File: src/sv/t33ks_pkg.sv
// Shared types and constants for the times-33 key shard selector.
// No dependencies; imported by every module of the block.
`default_nettype none

package t33ks_pkg;

   localparam int unsigned HASH_W  = 32;
   localparam int unsigned COUNT_W = 16;
   localparam int unsigned BYTE_W  = 8;
   localparam int unsigned STEP_W  = 5;   // counts the HASH_W divide steps

   localparam logic [HASH_W-1:0]  HASH_SEED   = 32'd5381;
   localparam logic [COUNT_W-1:0] COUNT_RESET = 16'd1;
   localparam logic [STEP_W-1:0]  LAST_STEP   = 5'd31;

   typedef logic [HASH_W-1:0] hash_type;

   // front -> queue push
   typedef struct packed {
      logic     valid;
      hash_type hash;
   } hash_push_type;

   // queue -> back head of queue
   typedef struct packed {
      logic     valid;
      hash_type hash;
   } hash_head_type;

   typedef enum logic [2:0] {
      ST_IDLE   = 3'b001,
      ST_DIVIDE = 3'b010,
      ST_HOLD   = 3'b100
   } back_state_type;

endpackage

`default_nettype wire

File: src/sv/times33_key_shard_select_top.sv
// Top level of the times-33 key shard selector: front, queue, back, shard count register.
// Depends on t33ks_pkg, t33ks_front, t33ks_queue and t33ks_back.
//
// Usage
//   req_*  : one key byte per transaction. tdata = key_byte, tuser = byte_present,
//            tlast = last_byte. A transaction with tuser low and tlast high closes
//            the key without adding a byte (empty key gives the hash of 5381).
//   rsp_*  : one transaction per key: tdata = shard_index, tuser = count_error.
//   csr_*  : write of shard_count; always ready. Write only while the block is idle.
// Throughput: key bytes go in at one per cycle. Each closed key costs the back end
//   a load, 32 one-bit remainder steps and a hand-off to the output register,
//   set by the bit-serial remainder unit; only the load and hand-off when the count is zero.
//   The front keeps hashing the next key meanwhile; req_tready drops only when the
//   hash queue is full.
// Reset: accumulator returns to 5381, shard_count to 1, queue and output empty.
// Stall: a held result stays in the output register; the back end can finish one
//   more remainder behind it, then the queue fills and req_tready falls.
`default_nettype none

module times33_key_shard_select_top
   import t33ks_pkg::*;
#(
   parameter int unsigned QUEUE_DEPTH = 2
) (
   input  wire logic                clock,
   input  wire logic                reset,
   // key byte channel
   input  wire logic                req_tvalid,
   output      logic                req_tready,
   input  wire logic [7:0]          req_tdata,   // [7:0] key_byte
   input  wire logic                req_tuser,   // [0] byte_present
   input  wire logic                req_tlast,   // last_byte
   // shard result channel
   output      logic                rsp_tvalid,
   input  wire logic                rsp_tready,
   output      logic [15:0]         rsp_tdata,   // [15:0] shard_index
   output      logic                rsp_tuser,   // [0] count_error
   // shard count register write
   input  wire logic                csr_valid,
   output      logic                csr_ready,
   input  wire logic [15:0]         csr_data     // [15:0] shard_count
);

   localparam int unsigned FILL_W = $clog2(QUEUE_DEPTH+1);

   logic [COUNT_W-1:0] shard_count_ff;
   hash_push_type      push;
   hash_head_type      head;
   logic               queue_full;
   logic               pop;
   logic [FILL_W-1:0]  queue_fill;
   hash_type           hash_state;

   assign csr_ready = 1'b1;

   always_ff @(posedge clock) begin
      if (reset) begin
         shard_count_ff <= COUNT_RESET;
      end else if (csr_valid && csr_ready) begin
         shard_count_ff <= csr_data;
      end
   end

   t33ks_front u_front (
      .clock      (clock),
      .reset      (reset),
      .req_tvalid (req_tvalid),
      .req_tready (req_tready),
      .req_tdata  (req_tdata),
      .req_tuser  (req_tuser),
      .req_tlast  (req_tlast),
      .queue_full (queue_full),
      .push       (push),
      .hash_state (hash_state)
   );

   t33ks_queue #(
      .DEPTH (QUEUE_DEPTH)
   ) u_queue (
      .clock (clock),
      .reset (reset),
      .push  (push),
      .full  (queue_full),
      .head  (head),
      .pop   (pop),
      .fill  (queue_fill)
   );

   t33ks_back u_back (
      .clock       (clock),
      .reset       (reset),
      .head        (head),
      .pop         (pop),
      .shard_count (shard_count_ff),
      .rsp_tvalid  (rsp_tvalid),
      .rsp_tready  (rsp_tready),
      .rsp_tdata   (rsp_tdata),
      .rsp_tuser   (rsp_tuser)
   );

   // a closed key always restarts the hash from the seed
   a_seed_after_last: assert property (@(posedge clock) disable iff (reset)
      (req_tvalid && req_tready && req_tlast) |=> (hash_state == HASH_SEED))
      else $error("accumulator not restored after last byte");

   // an error result never carries an index
   a_error_index_zero: assert property (@(posedge clock) disable iff (reset)
      (rsp_tvalid && rsp_tuser) |-> (rsp_tdata == '0))
      else $error("count error with non-zero shard index");

   // queue never overfills, and a full queue holds off the key stream
   a_queue_bound: assert property (@(posedge clock) disable iff (reset)
      (queue_fill == FILL_W'(QUEUE_DEPTH)) |-> !req_tready)
      else $error("key stream ready while hash queue full");

endmodule

`default_nettype wire

File: src/sv/t33ks_front.sv
// Front end: accepts key byte transactions and runs the times-33 hash.
// Depends on t33ks_pkg; pushes finished hashes into t33ks_queue.
`default_nettype none

module t33ks_front
   import t33ks_pkg::*;
(
   input  wire logic                clock,
   input  wire logic                reset,
   input  wire logic                req_tvalid,
   output      logic                req_tready,
   input  wire logic [BYTE_W-1:0]   req_tdata,
   input  wire logic                req_tuser,
   input  wire logic                req_tlast,
   input  wire logic                queue_full,
   output      hash_push_type       push,
   output      hash_type            hash_state
);

   hash_type acc_ff, acc_in;
   hash_type sum;
   logic     accept;

   assign req_tready = !queue_full;
   assign accept     = req_tvalid && req_tready;

   // acc * 33 + sign-extended byte when byte_present is set, else acc; wrapping at 32 bits
   always_comb begin
      sum = acc_ff;
      if (req_tuser) begin
         sum = (acc_ff << 5) + acc_ff + {{(HASH_W-BYTE_W){req_tdata[BYTE_W-1]}}, req_tdata};
      end
   end

   always_comb begin
      acc_in = acc_ff;
      if (accept) begin
         acc_in = req_tlast ? HASH_SEED : sum;
      end
   end

   always_ff @(posedge clock) begin
      if (reset) begin
         acc_ff <= HASH_SEED;
      end else begin
         acc_ff <= acc_in;
      end
   end

   assign push.valid = accept && req_tlast;
   assign push.hash  = sum;
   assign hash_state = acc_ff;

endmodule

`default_nettype wire

File: src/sv/t33ks_queue.sv
// Short FIFO of finished hashes between front and back end.
// Depends on t33ks_pkg.
`default_nettype none

module t33ks_queue
   import t33ks_pkg::*;
#(
   parameter int unsigned DEPTH = 2   // 2 .. 16
) (
   input  wire logic                        clock,
   input  wire logic                        reset,
   input  wire hash_push_type               push,
   output      logic                        full,
   output      hash_head_type               head,
   input  wire logic                        pop,
   output      logic [$clog2(DEPTH+1)-1:0]  fill
);

   localparam int unsigned PTR_W = $clog2(DEPTH);
   localparam int unsigned CNT_W = $clog2(DEPTH+1);

   hash_type             mem_ff [DEPTH];
   logic [PTR_W-1:0]     wr_ptr_ff, wr_ptr_in;
   logic [PTR_W-1:0]     rd_ptr_ff, rd_ptr_in;
   logic [CNT_W-1:0]     count_ff, count_in;
   logic                 do_push, do_pop;

   assign full    = (count_ff == CNT_W'(DEPTH));
   assign do_push = push.valid && !full;
   assign do_pop  = pop && (count_ff != '0);

   always_comb begin
      wr_ptr_in = wr_ptr_ff;
      rd_ptr_in = rd_ptr_ff;
      count_in  = count_ff;
      if (do_push) begin
         wr_ptr_in = (wr_ptr_ff == PTR_W'(DEPTH-1)) ? '0 : wr_ptr_ff + 1'b1;
      end
      if (do_pop) begin
         rd_ptr_in = (rd_ptr_ff == PTR_W'(DEPTH-1)) ? '0 : rd_ptr_ff + 1'b1;
      end
      if (do_push && !do_pop) begin
         count_in = count_ff + 1'b1;
      end else if (do_pop && !do_push) begin
         count_in = count_ff - 1'b1;
      end
   end

   always_ff @(posedge clock) begin
      if (reset) begin
         wr_ptr_ff <= '0;
         rd_ptr_ff <= '0;
         count_ff  <= '0;
      end else begin
         wr_ptr_ff <= wr_ptr_in;
         rd_ptr_ff <= rd_ptr_in;
         count_ff  <= count_in;
      end
   end

   always_ff @(posedge clock) begin
      if (do_push) begin
         mem_ff[wr_ptr_ff] <= push.hash;
      end
   end

   assign head.valid = (count_ff != '0);
   assign head.hash  = mem_ff[rd_ptr_ff];
   assign fill       = count_ff;

endmodule

`default_nettype wire

File: src/sv/t33ks_back.sv
// Back end: bit-serial remainder of |hash| by the shard count, plus output register.
// Depends on t33ks_pkg; takes hashes from t33ks_queue.
`default_nettype none

module t33ks_back
   import t33ks_pkg::*;
(
   input  wire logic                clock,
   input  wire logic                reset,
   input  wire hash_head_type       head,
   output      logic                pop,
   input  wire logic [COUNT_W-1:0]  shard_count,
   output      logic                rsp_tvalid,
   input  wire logic                rsp_tready,
   output      logic [COUNT_W-1:0]  rsp_tdata,
   output      logic                rsp_tuser
);

   back_state_type       state_ff, state_in;
   hash_type             dividend_ff, dividend_in;
   logic [COUNT_W-1:0]   rem_ff, rem_in;
   logic                 err_ff, err_in;
   logic [STEP_W-1:0]    step_ff, step_in;
   logic                 rsp_valid_ff, rsp_valid_in;
   logic [COUNT_W-1:0]   rsp_data_ff;
   logic                 rsp_err_ff;

   logic [COUNT_W:0]     trial;
   logic [COUNT_W:0]     trial_sub;
   logic [COUNT_W-1:0]   rem_next;
   hash_type             magnitude;
   logic                 slot_free;
   logic                 load_out;

   assign magnitude = head.hash[HASH_W-1] ? (HASH_W'(0) - head.hash) : head.hash;

   // one restoring step: remainder stays below the divisor, so 17 bits suffice
   assign trial     = {rem_ff, dividend_ff[HASH_W-1]};
   assign trial_sub = trial - {1'b0, shard_count};
   assign rem_next  = (trial >= {1'b0, shard_count}) ? trial_sub[COUNT_W-1:0]
                                                     : trial[COUNT_W-1:0];

   assign slot_free = !rsp_valid_ff || rsp_tready;
   assign load_out  = (state_ff == ST_HOLD) && slot_free;
   assign pop       = (state_ff == ST_IDLE) && head.valid;

   always_comb begin
      state_in    = state_ff;
      dividend_in = dividend_ff;
      rem_in      = rem_ff;
      err_in      = err_ff;
      step_in     = step_ff;
      case (state_ff)
         ST_IDLE: begin
            if (head.valid) begin
               dividend_in = magnitude;
               rem_in      = '0;
               step_in     = LAST_STEP;
               err_in      = (shard_count == '0);
               state_in    = (shard_count == '0) ? ST_HOLD : ST_DIVIDE;
            end
         end
         ST_DIVIDE: begin
            rem_in      = rem_next;
            dividend_in = dividend_ff << 1;
            step_in     = step_ff - 1'b1;
            if (step_ff == '0) begin
               state_in = ST_HOLD;
            end
         end
         ST_HOLD: begin
            if (slot_free) begin
               state_in = ST_IDLE;
            end
         end
         default: begin
            state_in = ST_IDLE;
         end
      endcase
   end

   always_comb begin
      rsp_valid_in = rsp_valid_ff;
      if (load_out) begin
         rsp_valid_in = 1'b1;
      end else if (rsp_tready) begin
         rsp_valid_in = 1'b0;
      end
   end

   always_ff @(posedge clock) begin
      if (reset) begin
         state_ff     <= ST_IDLE;
         rsp_valid_ff <= 1'b0;
      end else begin
         state_ff     <= state_in;
         rsp_valid_ff <= rsp_valid_in;
      end
   end

   always_ff @(posedge clock) begin
      dividend_ff <= dividend_in;
      rem_ff      <= rem_in;
      err_ff      <= err_in;
      step_ff     <= step_in;
      if (load_out) begin
         rsp_data_ff <= err_ff ? '0 : rem_ff;
         rsp_err_ff  <= err_ff;
      end
   end

   assign rsp_tvalid = rsp_valid_ff;
   assign rsp_tdata  = rsp_data_ff;
   assign rsp_tuser  = rsp_err_ff;

endmodule

`default_nettype wire

File: config.mk
export PLATFORM = sky130hd
export DESIGN_NAME = times33_key_shard_select_top
export DESIGN_NICKNAME = d
export VERILOG_FILES = /design/src/sv/t33ks_pkg.sv /design/src/sv/times33_key_shard_select_top.sv /design/src/sv/t33ks_front.sv /design/src/sv/t33ks_queue.sv /design/src/sv/t33ks_back.sv
export SDC_FILE = /design/constraint.sdc
export NUM_CORES = 1
export LEC_CHECK = 0
export BUFFER_PORTS_ARGS = -buffer_cell sky130_fd_sc_hd__buf_2
export CORE_UTILIZATION = 57
export DETAILED_ROUTE_END_ITERATION = 12
export PLACE_DENSITY = 0.86
export SLEW_MARGIN = 20
export SYNTH_ARGS = -nofsm -noshare
export SYNTH_HDL_FRONTEND = slang
export SYNTH_SLANG_ARGS = --single-unit
File: constraint.sdc
create_clock -name clock -period 3.8 [get_ports clock]
set_input_delay 1.14 -clock clock [delete_from_list [all_inputs] [get_ports clock]]
set_output_delay 1.14 -clock clock [all_outputs]
set_load 0.02 [all_outputs]
# --- Yosys cells after proc, flatten, opt, wreduce, memory -nomap -nowiden ---
# Memory sizes are Yosys's and may differ from the RTL's. A register that Yosys moved wholly into a read port is not among the register bits.
# Cells that the tools add are included.
classes:
  n_addsub: 9
  order_cmp: 1
  n_eq_ne: 7
  mux: 25
  n_reduce_logical: 22
ops:
  columns: ["op", "n"]
  rows:
  - ["$mux 32", 4]
  - ["$add 32x32->32", 2]
  - ["$pmux 32 s2", 1]
  - ["$mux 16", 2]
  - ["$pmux 16 s2", 1]
  - ["$sub 1x32->32 const A", 1]
  - ["$ge 17x16->1", 1]
  - ["$logic_not 16->1", 1]
  - ["$sub 16x16->16", 1]
  - ["$mux 3", 4]
  - ["$pmux 5 s2", 1]
  - ["$pmux 3 s3", 1]
  - ["$logic_and 1x1->1", 8]
  - ["$mux 1", 8]
  - ["$reduce_bool 2->1", 4]
  - ["$ne 2x1->1 const B", 3]
  - ["$logic_not 5->1", 1]
  - ["$mux 5", 1]
  - ["$sub 5x1->5 const B", 1]
  - ["$logic_not 1->1", 4]
  - ["$mux 2", 2]
  - ["$reduce_and 2->1", 2]
  - ["$eq 3x1->1 const B", 1]
  - ["$eq 3x2->1 const B", 1]
  - ["other kinds (7)", 8]
word_totals:
  register_bits: 127
  mem_bits_rw: 64
  inputBits: 31
  word_cells: 78
  mem_count: 1
memory_table:
  columns: ["name", "words", "width", "read_ports", "rd_ports_with_merged_regs", "wr", "line", "rtl"]
  rows:
  - ["u_queue.mem_ff", 2, 32, 1, 1, 1, "t33ks_queue.sv:22", "hash_type mem_ff [DEPTH];"]

# --- Depth between registers and ports, before layout ---
logic_depth:
  word_depth: 9
  mapped_depth: 13
  ltp_nobuf: 11

# --- Cells and area by module ---
# A second synthesis with hierarchy kept.
hier_totals:
  cells_unflattened: 1099
  hier_area_um2: 11648.7
modules_own_cells:
  columns: ["module", "instances", "cells_each", "area_per_inst_um2", "seq_area_each_um2"]
  rows:
  - ["t33ks_back", 1, 457, 4579.4, 2212.1]
  - ["t33ks_front", 1, 463, 3947.5, 640.6]
  - ["t33ks_queue", 1, 125, 2528.7, 2021.9]
  - ["times33_key_shard_select_top", 1, 54, 593.1, 320.3]

# --- Least setup slack after synthesis ---
# OpenSTA, ideal clock, no wires.
synth_path:
  kind: "input to register"
  startpoint: "input req_tdata[7]"
  endpoint: "memory u_queue.mem_ff[0][26] (netlist name) (data pin)"
  setup_ps: 258
  arrival_ps: 3549
  required_ps: 3542
  setup_slack_ps: -7
  stages: 9
  cell_sequence: "fa_1 ha_1 a21oi_1 nor3_1 a2111oi_0 a211o_1 a21oi_1 or3_1 a31o_2"
synth_lines:
  columns: ["element", "line", "rtl"]
  rows:
  - ["from (decl)", "times33_key_shard_select_top.sv:30", "input wire logic [7:0] req_tdata,"]
  - ["to (decl)", "t33ks_queue.sv:22", null]

==> results.toml <==
[placement]
port_buffers = 49
dp_hpwl_mm = 20.46
place_congestion = 0.8904
placed_area_um2 = 12970

[logic_synthesis]
yosysSeqAreaShare_pct = 44.45
ys.flop_type = "edfxtp_1"
ys_seq_elements = 192
synth_mux_area_share_pct = 7.216
syn_area_um2 = 11690
syn_nets = 1242
synth_warnings = 0
synth_top_cell_by_area = "edfxtp_1"
synth-xor-area-share_pct = 5.546
synthAdderAreaFrac_pct = 10.58
synth_top_area_share_pct = 34.69
synth_top_family_by_area = "compound AO/OA/AOI/OAI gates"
async_flop_share_pct = 0
synth_cells = 1129
synth-simple-area-share_pct = 14.59
avgSynthCellArea_um2 = 10.35
synth_compound_gate_area_share_pct = 14.61
synthTopCellsByArea = "edfxtp_1, dfxtp_1, ha_1"
synth_edf_count = 135
ys_types = 79

[pwr]
seqPwrFrac_pct = 35.9
p_clk_share_pct = 20.9
switchingPower_mw = 3.332
worst_ir_drop_vdd_mv = 0.3400
pwr-share-comb_pct = 43.3
finalPower_mw = 8.828
p_int_mw = 5.495
leakage_nw = 5.382
power_density_nw_per_um2 = 645.8
switching_share_pct = 37.75

[cells_and_area]
areaGrowthSynthToFinish_pct = 16.96
final_cell_mix = "edfxtp_1, buf_4, nor2_1, nand2_1, a21oi_1"
fin_util_pct = 67.77
drive_above_1_share_pct = 20.00
final_nets = 1380
layout_commonest_cell = "edfxtp_1"
n_antenna_cell = 0
multi_input_area_um2 = 6217
nFillCells = 1437
seqCellArea_um2 = 5196
final_area_um2 = 13670

[route]
drc = 0
dr.pass1.iters = 7
dr_total_vias = 9205
drtIter0Drc = 910
drtAntennaViolNets = 0
totalWireLength_mm = 27.70
viasPerCell = 5.939
routedWlPerCell_um = 17.87

[grt]
overflow = 0
grt_pass1_vias = 9234
grt_pass1_wl_mm = 45.92
grt_max_degree = 55
grtUsageTotal_pct = 27.06
antenna_found_initial = 0

[setup_path]
r2r_slack_ns = 0.50
r2r-end = "u_queue.mem_ff[0][21]"
critPathLaunchType = "primary input"
path_max_fanout = 16
crit_type = "primary input to flip-flop"
cp.required_ns = 3.99
endpoint_kind = "flip-flop"
crit_arrival_ns = 3.91
r2r-start = "u_front.hash_state[5]"
r2r_cells = 13

[timing]
period_minus_slack_ns = 3.718
slew_headroom_pct = 46.69
hold_viol = 0
skew_ns = 0.01702
setup_tns_ns = 0
fmax_mhz = 269.0
fin_crit_sh_pct = 97.84
drv_slew = 0
tightest_slew_ns = 0.7959
setup_viol = 0
whs_ns = 0.5102

[cts]
numCtsBuffers = 17
clk_latency_ns = 0.45
cts_sinks = 192
root_buffer = "clkbuf_16"
h-tree-depth = 4
cts_tree = "done"
holdBufCountCts = 0
clockBufferDepth = 2
clk_transition_reported_paths_ns = 0.07

[worst_hold_path]
whs_path_depth = 2
holdPathEnd = "u_front.hash_state[30]"
hp-start = "u_front.hash_state[30]"
hold_class = "flip-flop to flip-flop"

[floorplanning]
dieArea_um2 = 21080
rows = 52
start_util_pct = 57.94
io_pins = 51
die-height_um = 145.2
die_w_um = 145.2
core_um2 = 20170

[outcome]
status = "completed"

[run]
cap_violations = 0
[Yosys cell counts, types with 13 or more instances]
library cell    n
fa_1           28
edfxtp_1      135
o21a_1         14
a31oi_1        13
nor2b_1        33
o21ai_1        20
nand2_1        94
nor2_1        106
xor2_1         32
o21ai_0        50
nand3_1        15
clkbuf_1       37
ha_1           54
nor3_1         17
a21oi_1        77
inv_1          35
dfxtp_1        57
xnor2_1        42
mux2_2         26
mux2i_1        55
[how the worst max path moves through the flow]
stage,slack (ns),endpoint,cells after the start,startpoint
2_1_floorplan,0.05,u_queue.mem_ff[0][26],9,req_tdata[7]
3_3_place_gp,-0.34,u_queue.mem_ff[1][26],11,req_tdata[7]
3_5_place_dp,-0.45,u_queue.mem_ff[0][31],12,req_tdata[7]
4_1_cts,0.01,u_queue.mem_ff[0][31],12,req_tdata[7]
5_1_grt,-0.03,u_queue.mem_ff[1][26],11,req_tdata[7]
6_report,0.08,u_queue.mem_ff[1][26],11,req_tdata[7]
[timing repair]
item / in CTS / in global routing
endpoints found under the setup margin: 0 / 24
endpoints found under the hold margin: 0 / 0
gates resized for setup: 0 / 13
buffers inserted: 0 / 0
[area by class of cell]
| cell class | instances | share of cell area, % |
|---|---|---|
| multi-input cells | 852 | 45.49 |
| well taps | 270 | 2.472 |
| clock inverters | 15 | 1.382 |
| clock buffers | 17 | 3.112 |
| repair buffers | 169 | 8.568 |
| flip-flops and latches | 192 | 38.02 |
| inverters | 35 | 0.9612 |
[state kept, by name, indices dropped and copies added (netlist names), 2 cells and up, named ones only]
signal,flops
shard_count_ff,16
u_back.dividend_ff,32
u_back.rem_ff,16
u_back.rsp_tdata,16
u_back.state_ff,3
u_back.step_ff,5
u_front.hash_state,32
u_queue.fill,2
u_queue.mem_ff,64
[power by group through the flow]
stage          combinational [mW]  sequential, mW  clock [mW]
2_1_floorplan                2.67            3.08           0
3_3_place_gp                 3.54            3.18           0
3_5_place_dp                 3.68            3.20           0
4_1_cts                      3.74            3.16        1.85
5_1_grt                      4.18            3.21        1.93
6_report                     3.82            3.17        1.84
[cell families after synthesis]
family,Yosys count
and+or+nand+nor,349
AOI/OAI and AO/OA,265
DFF,192
buffers and inverters,85
adders and majority gates,82
muxes,81
xor gates and xnor gates,74
other,1
[per-layer routing]
metal  track usage (%)  vias up  share of wire [%]
met5                 0        -                  0
met3             3.774       66                4.5
li1                  -     4404                  -
met4             10.53        0                2.9
met1             35.33     4430                 43
met2             45.60      305                 49
[stage by stage]
| stage | worst slack, ns | instances |
|---|---|---|
| global placement | -0.3411 | 1517 |
| CTS | 0.009598 | 1549 |
| global route | -0.02598 | 1550 |
| finish | 0.08202 | 1550 |
| detailed placement | -0.4486 | 1517 |
| floorplan | 0.05153 | 1129 |
[critical path, cell delays in order]
cell       delay (ns)
buf_2            0.12
buf_12           0.16
fa_1             0.49
ha_1             0.36
a21oi_1          0.21
nor2_1           0.11
a2111oi_4        0.33
a211o_1          0.26
a21oi_1          0.09
or3_1            0.34
a31o_2           0.28
Power figures use the tool's default switching activity.
